$ cat src/hw/rtl/usp_pkg.sv
package usp_pkg;

    // Character constants
    localparam logic [7:0] CH_NUL   = 8'h00;
    localparam logic [7:0] CH_COLON = 8'h3A;
    localparam logic [7:0] CH_SLASH = 8'h2F;
    localparam logic [7:0] CH_ZERO  = 8'h30;
    localparam logic [7:0] CH_NINE  = 8'h39;

    // Largest port number that fits the port field
    localparam logic [15:0] PORT_MAX = 16'hFFFF;

    // Parse phases
    localparam logic [2:0] PH_SCHEME = 3'd0;
    localparam logic [2:0] PH_SEP    = 3'd1;
    localparam logic [2:0] PH_HOST   = 3'd2;
    localparam logic [2:0] PH_PORT   = 3'd3;
    localparam logic [2:0] PH_PATH   = 3'd4;

    // Field tags
    localparam logic [2:0] TAG_SCHEME = 3'd0;
    localparam logic [2:0] TAG_SEP    = 3'd1;
    localparam logic [2:0] TAG_HOST   = 3'd2;
    localparam logic [2:0] TAG_PORT   = 3'd3;
    localparam logic [2:0] TAG_PATH   = 3'd4;
    localparam logic [2:0] TAG_IGN    = 3'd5;

    // Status codes
    localparam logic [2:0] ST_RUN     = 3'd0;
    localparam logic [2:0] ST_DONE    = 3'd1;
    localparam logic [2:0] ST_BADSEP  = 3'd2;
    localparam logic [2:0] ST_OVF     = 3'd3;
    localparam logic [2:0] ST_BADPORT = 3'd4;

    typedef struct packed {
        logic [7:0] ch;
        logic       last;
    } in_t;

    typedef struct packed {
        logic [2:0]  field_tag;
        logic [2:0]  status;
        logic [15:0] port_value;
        logic        port_seen;
        logic        url_end;
    } out_t;

    typedef struct packed {
        logic [2:0]  phase;
        logic [15:0] port_acc;
        logic        slash_one;
        logic        port_flag;
        logic        halted;
    } parse_state_t;

    localparam parse_state_t PARSE_RESET = '{
        phase:     PH_SCHEME,
        port_acc:  16'd0,
        slash_one: 1'b0,
        port_flag: 1'b0,
        halted:    1'b0
    };

endpackage

$ cat src/hw/rtl/usp_step.sv
module usp_step (
    input  usp_pkg::parse_state_t cur,
    input  usp_pkg::in_t          item,
    output usp_pkg::parse_state_t nxt,
    output usp_pkg::out_t         result
);

    logic        is_digit;
    logic [3:0]  digit_val;
    logic [19:0] port_cand;
    logic [2:0]  tag;
    logic [2:0]  status;
    logic        url_end;
    usp_pkg::parse_state_t upd;

    // Decode the port digit and form acc * 10 + digit
    assign is_digit  = (item.ch >= usp_pkg::CH_ZERO) && (item.ch <= usp_pkg::CH_NINE);
    assign digit_val = item.ch[3:0];
    assign port_cand = ({4'd0, cur.port_acc} << 3) + ({4'd0, cur.port_acc} << 1)
                     + {16'd0, digit_val};

    // Advance the parse by one character
    always_comb
    begin
        upd     = cur;
        tag     = usp_pkg::TAG_IGN;
        status  = usp_pkg::ST_RUN;
        url_end = 1'b0;
        if (!cur.halted)
        begin
            if ((item.ch == usp_pkg::CH_NUL) && (cur.phase != usp_pkg::PH_SEP))
            begin
                status = usp_pkg::ST_DONE;
            end
            else
            begin
                unique case (cur.phase)
                    usp_pkg::PH_SCHEME:
                    begin
                        if (item.ch == usp_pkg::CH_COLON)
                        begin
                            tag           = usp_pkg::TAG_SEP;
                            upd.phase     = usp_pkg::PH_SEP;
                            upd.slash_one = 1'b0;
                        end
                        else
                        begin
                            tag = usp_pkg::TAG_SCHEME;
                        end
                    end
                    usp_pkg::PH_SEP:
                    begin
                        if (item.ch == usp_pkg::CH_SLASH)
                        begin
                            tag           = usp_pkg::TAG_SEP;
                            upd.slash_one = 1'b1;
                            if (cur.slash_one)
                            begin
                                upd.phase = usp_pkg::PH_HOST;
                            end
                        end
                        else
                        begin
                            status = usp_pkg::ST_BADSEP;
                        end
                    end
                    usp_pkg::PH_HOST:
                    begin
                        if (item.ch == usp_pkg::CH_COLON)
                        begin
                            tag           = usp_pkg::TAG_SEP;
                            upd.phase     = usp_pkg::PH_PORT;
                            upd.port_flag = 1'b1;
                            upd.port_acc  = 16'd0;
                        end
                        else if (item.ch == usp_pkg::CH_SLASH)
                        begin
                            tag       = usp_pkg::TAG_PATH;
                            upd.phase = usp_pkg::PH_PATH;
                        end
                        else
                        begin
                            tag = usp_pkg::TAG_HOST;
                        end
                    end
                    usp_pkg::PH_PORT:
                    begin
                        if (is_digit)
                        begin
                            if (port_cand > {4'd0, usp_pkg::PORT_MAX})
                            begin
                                status = usp_pkg::ST_OVF;
                            end
                            else
                            begin
                                upd.port_acc = port_cand[15:0];
                                tag          = usp_pkg::TAG_PORT;
                            end
                        end
                        else if (item.ch == usp_pkg::CH_SLASH)
                        begin
                            tag       = usp_pkg::TAG_PATH;
                            upd.phase = usp_pkg::PH_PATH;
                        end
                        else
                        begin
                            status = usp_pkg::ST_BADPORT;
                        end
                    end
                    default:
                    begin
                        tag       = usp_pkg::TAG_PATH;
                        upd.phase = usp_pkg::PH_PATH;
                    end
                endcase
            end
            // End the URL on an error or NUL, and halt; the last character also ends it
            if (status != usp_pkg::ST_RUN)
            begin
                url_end    = 1'b1;
                upd.halted = 1'b1;
            end
            else if (item.last)
            begin
                status  = usp_pkg::ST_DONE;
                url_end = 1'b1;
            end
        end
    end

    // Report the updated port, then drop all state on the last character
    assign result.field_tag  = tag;
    assign result.status     = status;
    assign result.port_value = upd.port_acc;
    assign result.port_seen  = upd.port_flag;
    assign result.url_end    = url_end;
    assign nxt = item.last ? usp_pkg::PARSE_RESET : upd;

endmodule

$ cat src/hw/rtl/url_splitter_stream.sv
// Each character passes through the input register, then the result register.
// Throughput: one character per cycle unless the output stalls; the parse step is a single
// combinational pass between the input and result registers, with the parse state updated alongside.
// Reset (rst_n, asynchronous, active low) empties both registers and returns the parser
// to the scheme phase with no port seen.
module url_splitter_stream (
    input  logic          clk,
    input  logic          rst_n,
    input  logic          in_valid,
    output logic          in_ready,
    input  usp_pkg::in_t  in_data,
    output logic          out_valid,
    input  logic          out_ready,
    output usp_pkg::out_t out_data
);

    usp_pkg::in_t          in_data_reg;
    logic                  in_valid_reg;
    logic                  in_valid_next;
    usp_pkg::parse_state_t state_reg;
    usp_pkg::parse_state_t state_next;
    usp_pkg::out_t         out_data_reg;
    usp_pkg::out_t         step_result;
    logic                  out_valid_reg;
    logic                  out_valid_next;
    logic                  stage_free;
    logic                  advance;
    logic                  in_take;

    // Handshake: the result register frees when empty or being taken
    assign stage_free = !out_valid_reg || out_ready;
    assign advance    = in_valid_reg && stage_free;
    assign in_ready   = !in_valid_reg || stage_free;
    assign in_take    = in_valid && in_ready;

    usp_step u_step (
        .cur    (state_reg),
        .item   (in_data_reg),
        .nxt    (state_next),
        .result (step_result)
    );

    // Track occupancy of both registers
    always_comb
    begin
        in_valid_next = in_valid_reg;
        if (in_take)
        begin
            in_valid_next = 1'b1;
        end
        else if (advance)
        begin
            in_valid_next = 1'b0;
        end
        out_valid_next = out_valid_reg;
        if (advance)
        begin
            out_valid_next = 1'b1;
        end
        else if (out_ready)
        begin
            out_valid_next = 1'b0;
        end
    end

    // Control state
    always_ff @(posedge clk or negedge rst_n)
    begin
        if (!rst_n)
        begin
            in_valid_reg  <= 1'b0;
            out_valid_reg <= 1'b0;
            state_reg     <= usp_pkg::PARSE_RESET;
        end
        else
        begin
            in_valid_reg  <= in_valid_next;
            out_valid_reg <= out_valid_next;
            if (advance)
            begin
                state_reg <= state_next;
            end
        end
    end

    // Payload registers: hold until the stage moves
    always_ff @(posedge clk)
    begin
        if (in_take)
        begin
            in_data_reg <= in_data;
        end
        if (advance)
        begin
            out_data_reg <= step_result;
        end
    end

    assign out_valid = out_valid_reg;
    assign out_data  = out_data_reg;

endmodule

$ cat config.mk
export PLATFORM = sky130hd
export DESIGN_NAME = url_splitter_stream
export DESIGN_NICKNAME = d
export VERILOG_FILES = /design/src/hw/rtl/usp_pkg.sv /design/src/hw/rtl/usp_step.sv /design/src/hw/rtl/url_splitter_stream.sv
export SDC_FILE = /design/constraint.sdc
export NUM_CORES = 1
export LEC_CHECK = 0
export BUFFER_PORTS_ARGS = -buffer_cell sky130_fd_sc_hd__buf_4
export CAP_MARGIN = 20
export CORE_UTILIZATION = 25
export DETAILED_ROUTE_END_ITERATION = 16
export HOLD_SLACK_MARGIN = 0.02
export PLACE_DENSITY_LB_ADDON = 0.3
export SLEW_MARGIN = 40
export SYNTH_ARGS = -nofsm -noshare
export SYNTH_HDL_FRONTEND = slang
export SYNTH_SLANG_ARGS = --single-unit
$ cat constraint.sdc
create_clock -name clk -period 4.8 [get_ports clk]
set_input_delay 0.48 -clock clk [delete_from_list [all_inputs] [get_ports clk]]
set_output_delay 0.48 -clock clk [all_outputs]
set_load 0.05 [all_outputs]
==> results.toml, run 1 <==
[critical_path]
startpoint_of_the_worst_setup_timing_path = "in_data_reg[4]"
critPathKind = "register to register"
critical_path.reg2reg.startpoint = "in_data_reg[4]"
worst-endpoint-required_ps = 5000
end_kind = "register"
cp.arrival_ps = 4300
path_max_fanout = 37
timing.reg2reg.worst_path_depth = 13
worstSetupStartpointType = "register"

[synthesis]
ys_ff_latch = 57
postSynth.topFlopCell = "sky130_fd_sc_hd__edfxtp_1"
netlist_top_cells_area = "sky130_fd_sc_hd__edfxtp_1 27%, sky130_fd_sc_hd__dfrtp_1 16%, sky130_fd_sc_hd__ha_1 11%"
synth_cell_types = 67
synth_top_area_frac = 0.2711
synth_nets = 390
syn_inst = 344
synth_top_cells_by_count = "33 x sky130_fd_sc_hd__edfxtp_1, 31 x sky130_fd_sc_hd__ha_1, 28 x sky130_fd_sc_hd__a21oi_1, 24 x sky130_fd_sc_hd__dfrtp_1"
synth.avg_cell_area_sq_um = 10.62
yosys.area.top_type = "sky130_fd_sc_hd__edfxtp_1"
yosys.cell_count.top_type = "sky130_fd_sc_hd__edfxtp_1"
synthesis.yosys.warnings = 0
asyncSetResetFlopFracSynth = 0.4211
sequential_share_of_the_synthesized_area = 0.4355
synth_enable_flop_cells = 33
netlist_area_sq_mm = 0.003655

[timing]
final-setup-viol-count = 0
timing.clock.skew_ps = 6.678
final.period_utilization = 0.8527
worst_pin_slew_ps = 729.7
slew_headroom = 0.5117
final_report_hold_violation_count = 0
fmax_mhz = 244.3
slew_viol_final = 0
final.setup.tns_ps = 0
rsz0062_at_grt = "false"
finalWorstPathRequiredPeriod_ps = 4093

[grt]
grt_ovf = 0
gr-max-usage-layer = "met1"
global_route.usage.met2 = 0.1812
grt_pass1_wl_um = 14580
grt_max_degree = 38
via_count_of_the_first_global_routing_pass = 2703
met1_routing_resource_usage_after_global_routing = 0.1913
number_of_antenna_violations_at_the_first_check_in_global_routing = 0
gr-usage-met3 = 0.03552
global_route.usage.total = 0.1287

[clocking]
clock_sinks = 57
worst_skew_pair.late_latency_ps = 320
worst_setup_hold_path_clk_slew_ps = 60
htreeDepth = 3
cts_post_setup_buffers_inserted = 0
clock-root-buffer = "sky130_fd_sc_hd__clkbuf_16"
hold_buffers = 0
cts_made_buffers = 9
clk_path_buf_depth = 2
postCtsResizedCells = 0
cts_tree = "yes"

[detailed_routing]
detailroute.via_count = 2943
routed_wire_length_per_instance_um = 15.89
detailedRoute.firstIterationViolations = 151
post-route-drc-count = 0
drt-pass1-iter-count = 4
drt.antenna.violating_nets = 0
routed_wirelength_um = 9041
via_count_normalized_by_instance_count = 5.172

[floorplanning]
initial_core_util = 0.2593
row_count = 43
io_pins = 39
die_width_um = 122.9
die_area_sq_mm = 0.01511
die-height_um = 122.9
design.core.area_sq_mm = 0.01410

[final_layout]
area_growth_syn_to_layout_pct = 22.18
fin_nets = 430
antenna_cells_inserted = 0
drive_above_1_share = 0.1851
layout.filler_cells = 1480
number_of_flip_flops_in_the_largest_register = 24
finalNonFillerCells = 569

[min_path]
hp-class = "input pin to asynchronous set/reset pin"

[run_status]
status = "finished clean"

[job]
max_cap_violations = 0

[placed_design]
place_inst = 552
gp_congestion = 0.8591
dp_hpwl_um = 6526
port_buffers = 38

[pwr]
leakage_component_of_the_power_nw = 1.976
powerDensity_mw_per_mm2 = 552.3
power.ir.vdd_worst_mv = 0.1949
## metal layers
layer  routed length [um]  share of wire
met1                 4485           0.50
met2                 3749           0.41
met3                  747          0.083
met4                   59         0.0065
met5                    0              0
## worst max-delay path, stage by stage, from the launching register on
cell and delay (ps):
sky130_fd_sc_hd__edfxtp_1 360, sky130_fd_sc_hd__inv_1 90, sky130_fd_sc_hd__fa_1 540, sky130_fd_sc_hd__inv_1 70, sky130_fd_sc_hd__fa_1 450, sky130_fd_sc_hd__a21o_1 210
sky130_fd_sc_hd__o21ai_1 210, sky130_fd_sc_hd__a31oi_2 180, sky130_fd_sc_hd__a311o_2 420, sky130_fd_sc_hd__xor2_1 200, sky130_fd_sc_hd__nor4_4 350, sky130_fd_sc_hd__buf_4 410
sky130_fd_sc_hd__o31ai_1 200, sky130_fd_sc_hd__a22o_1 290
## kinds of logic (layout without fill, tap and decap cells)
| logic type | after synthesis | after routing | share of synthesized area |
|---|---|---|---|
| simple gates | 112 | 112 | 0.1736 |
| flops | 57 | 57 | 0.4355 |
| xor+xnor | 11 | 11 | 0.02636 |
| fa+ha+maj | 33 | 33 | 0.1171 |
| mux | 1 | 1 | 0.004107 |
| compound gates | 105 | 105 | 0.2085 |
| buf+inv | 25 | 70 | 0.03492 |
## metrics by stage
step	setup slack (ps)	instance area [sq um]	power (mW)	util	hold slack, ps
floorplan	1161	3655	1.494	-	184.4
global placement	784.3	4111	1.744	0.2917	428.7
detailed placement	695.5	4116	1.749	0.2920	428.5
CTS	691.0	4451	2.486	0.3157	78.26
global route	494.9	4466	2.644	0.3168	90.63
finish	707.0	4466	2.466	0.3168	84.12
## cell usage in the layout, fill, tap and decap left out, types with 9 or more instances in the layout
cell,n
sky130_fd_sc_hd__buf_4,41
sky130_fd_sc_hd__ha_1,31
sky130_fd_sc_hd__nand2_1,23
sky130_fd_sc_hd__dfrtp_1,24
sky130_fd_sc_hd__a21o_1,11
sky130_fd_sc_hd__a22o_1,22
sky130_fd_sc_hd__a21oi_1,28
sky130_fd_sc_hd__nand3_1,23
sky130_fd_sc_hd__edfxtp_1,33
sky130_fd_sc_hd__inv_1,10
sky130_fd_sc_hd__nor2_1,20
sky130_fd_sc_hd__clkbuf_16,9
## path summary, 6_finish.rpt
| path | to | slack (ps) |
|---|---|---|
| max | state_reg[5] | 710 |
| min | state_reg[17] | 80 |
| max reg2reg | state_reg[5] | 710 |
| min reg2reg | state_reg[1] | 520 |
| max in group asynchronous | state_reg[15] | 4430 |
| min in group clk | in_data_reg[2] | 330 |
## layout make-up
class / count / area (sq um) / share of cell area
clock buffer: 9 / 225.2 / 0.05043
clock inverter: 7 / 108.9 / 0.02438
inverter: 12 / 45.04 / 0.01009
multi-input combinational: 262 / 1947 / 0.4360
sequential: 57 / 1592 / 0.3564
tap: 180 / 225.2 / 0.05043
timing repair buffer: 42 / 322.8 / 0.07229
## where the power goes
group | switching [mW] | leakage (nW) | total, mW | internal [mW]
clock network | 0.220 | 0.167 | 0.721 | 0.502
logic | 0.624 | 1.18 | 1.01 | 0.385
registers | 0.102 | 0.631 | 0.737 | 0.634
total | 0.946 | 1.98 | 2.47 | 1.52
Note: power is estimated with default switching activity, not from simulation.
==> run 2: changes to the inputs <==
--- a/config.mk
+++ b/config.mk
@@ -14,4 +14,5 @@
 export SLEW_MARGIN = 40
 export SYNTH_ARGS = -nofsm -noshare
 export SYNTH_HDL_FRONTEND = slang
+export SYNTH_HIERARCHICAL = 1
 export SYNTH_SLANG_ARGS = --single-unit
==> results.toml, run 2 <==
[synthesis]
netlist_top_cells_area = "sky130_fd_sc_hd__edfxtp_1 25%, sky130_fd_sc_hd__dfrtp_1 15%, sky130_fd_sc_hd__ha_1 9.7%"
synth_top_area_frac = 0.2483
synth.avg_cell_area_sq_um = 10.76
postSynth.topFlopCell = "sky130_fd_sc_hd__edfxtp_1"
syn_inst = 371
synth_enable_flop_cells = 33
netlist_area_sq_mm = 0.003991
ys_ff_latch = 57
yosys.area.top_type = "sky130_fd_sc_hd__edfxtp_1"
synth_top_cells_by_count = "33 x sky130_fd_sc_hd__edfxtp_1, 31 x sky130_fd_sc_hd__ha_1, 28 x sky130_fd_sc_hd__nand2_1, 24 x sky130_fd_sc_hd__dfrtp_1"
synthesis.yosys.warnings = 6
yosys.cell_count.top_type = "sky130_fd_sc_hd__edfxtp_1"
sequential_share_of_the_synthesized_area = 0.3987
asyncSetResetFlopFracSynth = 0.4211
synth_nets = 417
synth_cell_types = 62

[clocking]
postCtsResizedCells = 0
cts_post_setup_buffers_inserted = 0
clock-root-buffer = "sky130_fd_sc_hd__clkbuf_16"
clock_sinks = 57
htreeDepth = 3
worst_skew_pair.late_latency_ps = 340
worst_setup_hold_path_clk_slew_ps = 60
cts_made_buffers = 9
clk_path_buf_depth = 2
cts_tree = "yes"
hold_buffers = 0

[job]
max_cap_violations = 0

[final_layout]
drive_above_1_share = 0.2293
number_of_flip_flops_in_the_largest_register = 24
layout.filler_cells = 1585
final_area_sq_mm = 0.004770
area_growth_syn_to_layout_pct = 19.50
most_frequent_standard_cell_in_the_layout_excluding_fill_and_tap_cells = "sky130_fd_sc_hd__buf_4"
antenna_cells_inserted = 0
final_util = 0.3103
fin_nets = 451
mostFrequentLayoutCells = "39 x sky130_fd_sc_hd__buf_4, 33 x sky130_fd_sc_hd__edfxtp_1, 31 x sky130_fd_sc_hd__ha_1, 28 x sky130_fd_sc_hd__nand2_1, 24 x sky130_fd_sc_hd__dfrtp_1"

[timing]
rsz0062_at_grt = "false"
final-setup-viol-count = 0
final.setup.tns_ps = 0
slew_headroom = 0.4643
final.period_utilization = 0.8425
worst_pin_slew_ps = 803.5
slew_viol_final = 0
timing.clock.skew_ps = 8.801
fmax_mhz = 247.3
final_report_hold_violation_count = 0
finalWorstPathRequiredPeriod_ps = 4044

[pwr]
seq_power_share = 0.398
power.share.switching = 0.2367
power.ir.vdd_worst_mv = 0.1490
internal_power_mw = 1.064
leakage_component_of_the_power_nw = 2.205
comb_power_share = 0.094
powerDensity_mw_per_mm2 = 292.3
power_switching_mw = 0.3300
clock_power_share = 0.509

[critical_path]
worstSetupStartpointType = "register"
cp.arrival_ps = 4260
critPathKind = "register to register"
path_max_fanout = 14
end_kind = "register"
worst-endpoint-required_ps = 5020

[floorplanning]
die_area_sq_mm = 0.01648
design.core.area_sq_mm = 0.01537
row_count = 45
die-height_um = 128.4
die_width_um = 128.4
initial_core_util = 0.2597
io_pins = 39

[grt]
global_route.usage.total = 0.1230
number_of_antenna_violations_at_the_first_check_in_global_routing = 0
grt_pass1_wl_um = 15410
via_count_of_the_first_global_routing_pass = 2978
grt_max_degree = 25
grt_ovf = 0

[detailed_routing]
routed_wirelength_um = 9439
drt.antenna.violating_nets = 0
detailroute.via_count = 2951
drt-pass1-iter-count = 4
routed_wire_length_per_instance_um = 15.20
post-route-drc-count = 0
detailedRoute.firstIterationViolations = 183
via_count_normalized_by_instance_count = 4.752

[placed_design]
port_buffers = 38
placement.cell_area_sq_mm = 0.004437
gp_congestion = 0.8276
dp_hpwl_um = 6644

[run_status]
status = "finished clean"

[min_path]
hp-class = "input pin to asynchronous set/reset pin"
==> run 2: worst max-delay path: stages, from the launching register on <==
cell	delay, ps
sky130_fd_sc_hd__dfrtp_1	440
sky130_fd_sc_hd__fa_1	550
sky130_fd_sc_hd__fa_1	500
sky130_fd_sc_hd__a211oi_1	370
sky130_fd_sc_hd__o211ai_2	180
sky130_fd_sc_hd__a21o_1	210
sky130_fd_sc_hd__a211o_1	340
sky130_fd_sc_hd__and2_1	180
sky130_fd_sc_hd__o21ai_2	640
sky130_fd_sc_hd__o22ai_1	210
sky130_fd_sc_hd__mux2_4	310
==> run 2: kinds of logic (layout without fill, tap and decap cells) <==
kind of cell,Yosys count,count (layout),share of synthesized area
fa+ha+maj,33,33,0.1072
buf+inv,37,76,0.04765
xor+xnor,12,12,0.02633
simple gates,102,102,0.1445
compound gates,92,92,0.1542
mux,38,38,0.1213
flops,57,57,0.3987
==> run 2: path summary, 6_finish.rpt <==
kind	start	to	slack [ps]	cells past startpoint
worst max-delay path	state_reg[3]	state_reg[9]	760	10
worst min-delay path	rst_n	state_reg[3]	60	1
worst max register to register	state_reg[3]	state_reg[9]	760	10
worst min register to register	state_reg[1]	state_reg[1]	500	1
max in group asynchronous	rst_n	state_reg[12]	4460	1
min in group clk	in_data[0]	in_data_reg[0]	310	1
==> run 2: final cells by class <==
class	count	area (sq um)	share of cell area
Clock inverter	4	76.32	0.01600
Inverter	21	78.83	0.01653
Multi-Input combinational cell	277	2210	0.4633
Sequential cell	57	1592	0.3337
Clock buffer	12	256.5	0.05378
Tap cell	211	264.0	0.05535
Timing Repair Buffer	39	292.8	0.06139
==> run 2: power groups by stage <==
stage / clock network [mW] / logic (mW) / registers, mW
floorplan: 0 / 0.0443 / 0.607
global placement: 0 / 0.133 / 0.564
detailed placement: 0 / 0.133 / 0.564
CTS: 0.728 / 0.133 / 0.555
global route: 0.750 / 0.139 / 0.556
finish: 0.709 / 0.130 / 0.554
==> run 2: routing by layer <==
layer / global-route usage / vias up / part of all wire
met5: 0 / - / 0
li1: - / 1448 / -
met1: 0.1616 / 1445 / 0.48
met3: 0.02994 / 13 / 0.036
met4: 0.05813 / 0 / 0.021
met2: 0.1898 / 45 / 0.46
==> run 2: per-stage QoR <==
| stage | hold slack [ps] | worst slack [ps] | power [mW] | instances |
|---|---|---|---|---|
| after CTS | 69.91 | 744.2 | 1.416 | 621 |
| after detailed placement | 432.3 | 771.2 | 0.6973 | 605 |
| final | 59.44 | 756.2 | 1.394 | 621 |
| after global placement | 425.0 | 856.9 | 0.6968 | 605 |
| after floorplan | 184.4 | 1168 | 0.6512 | 371 |
| after global routing | 84.92 | 515.9 | 1.446 | 621 |
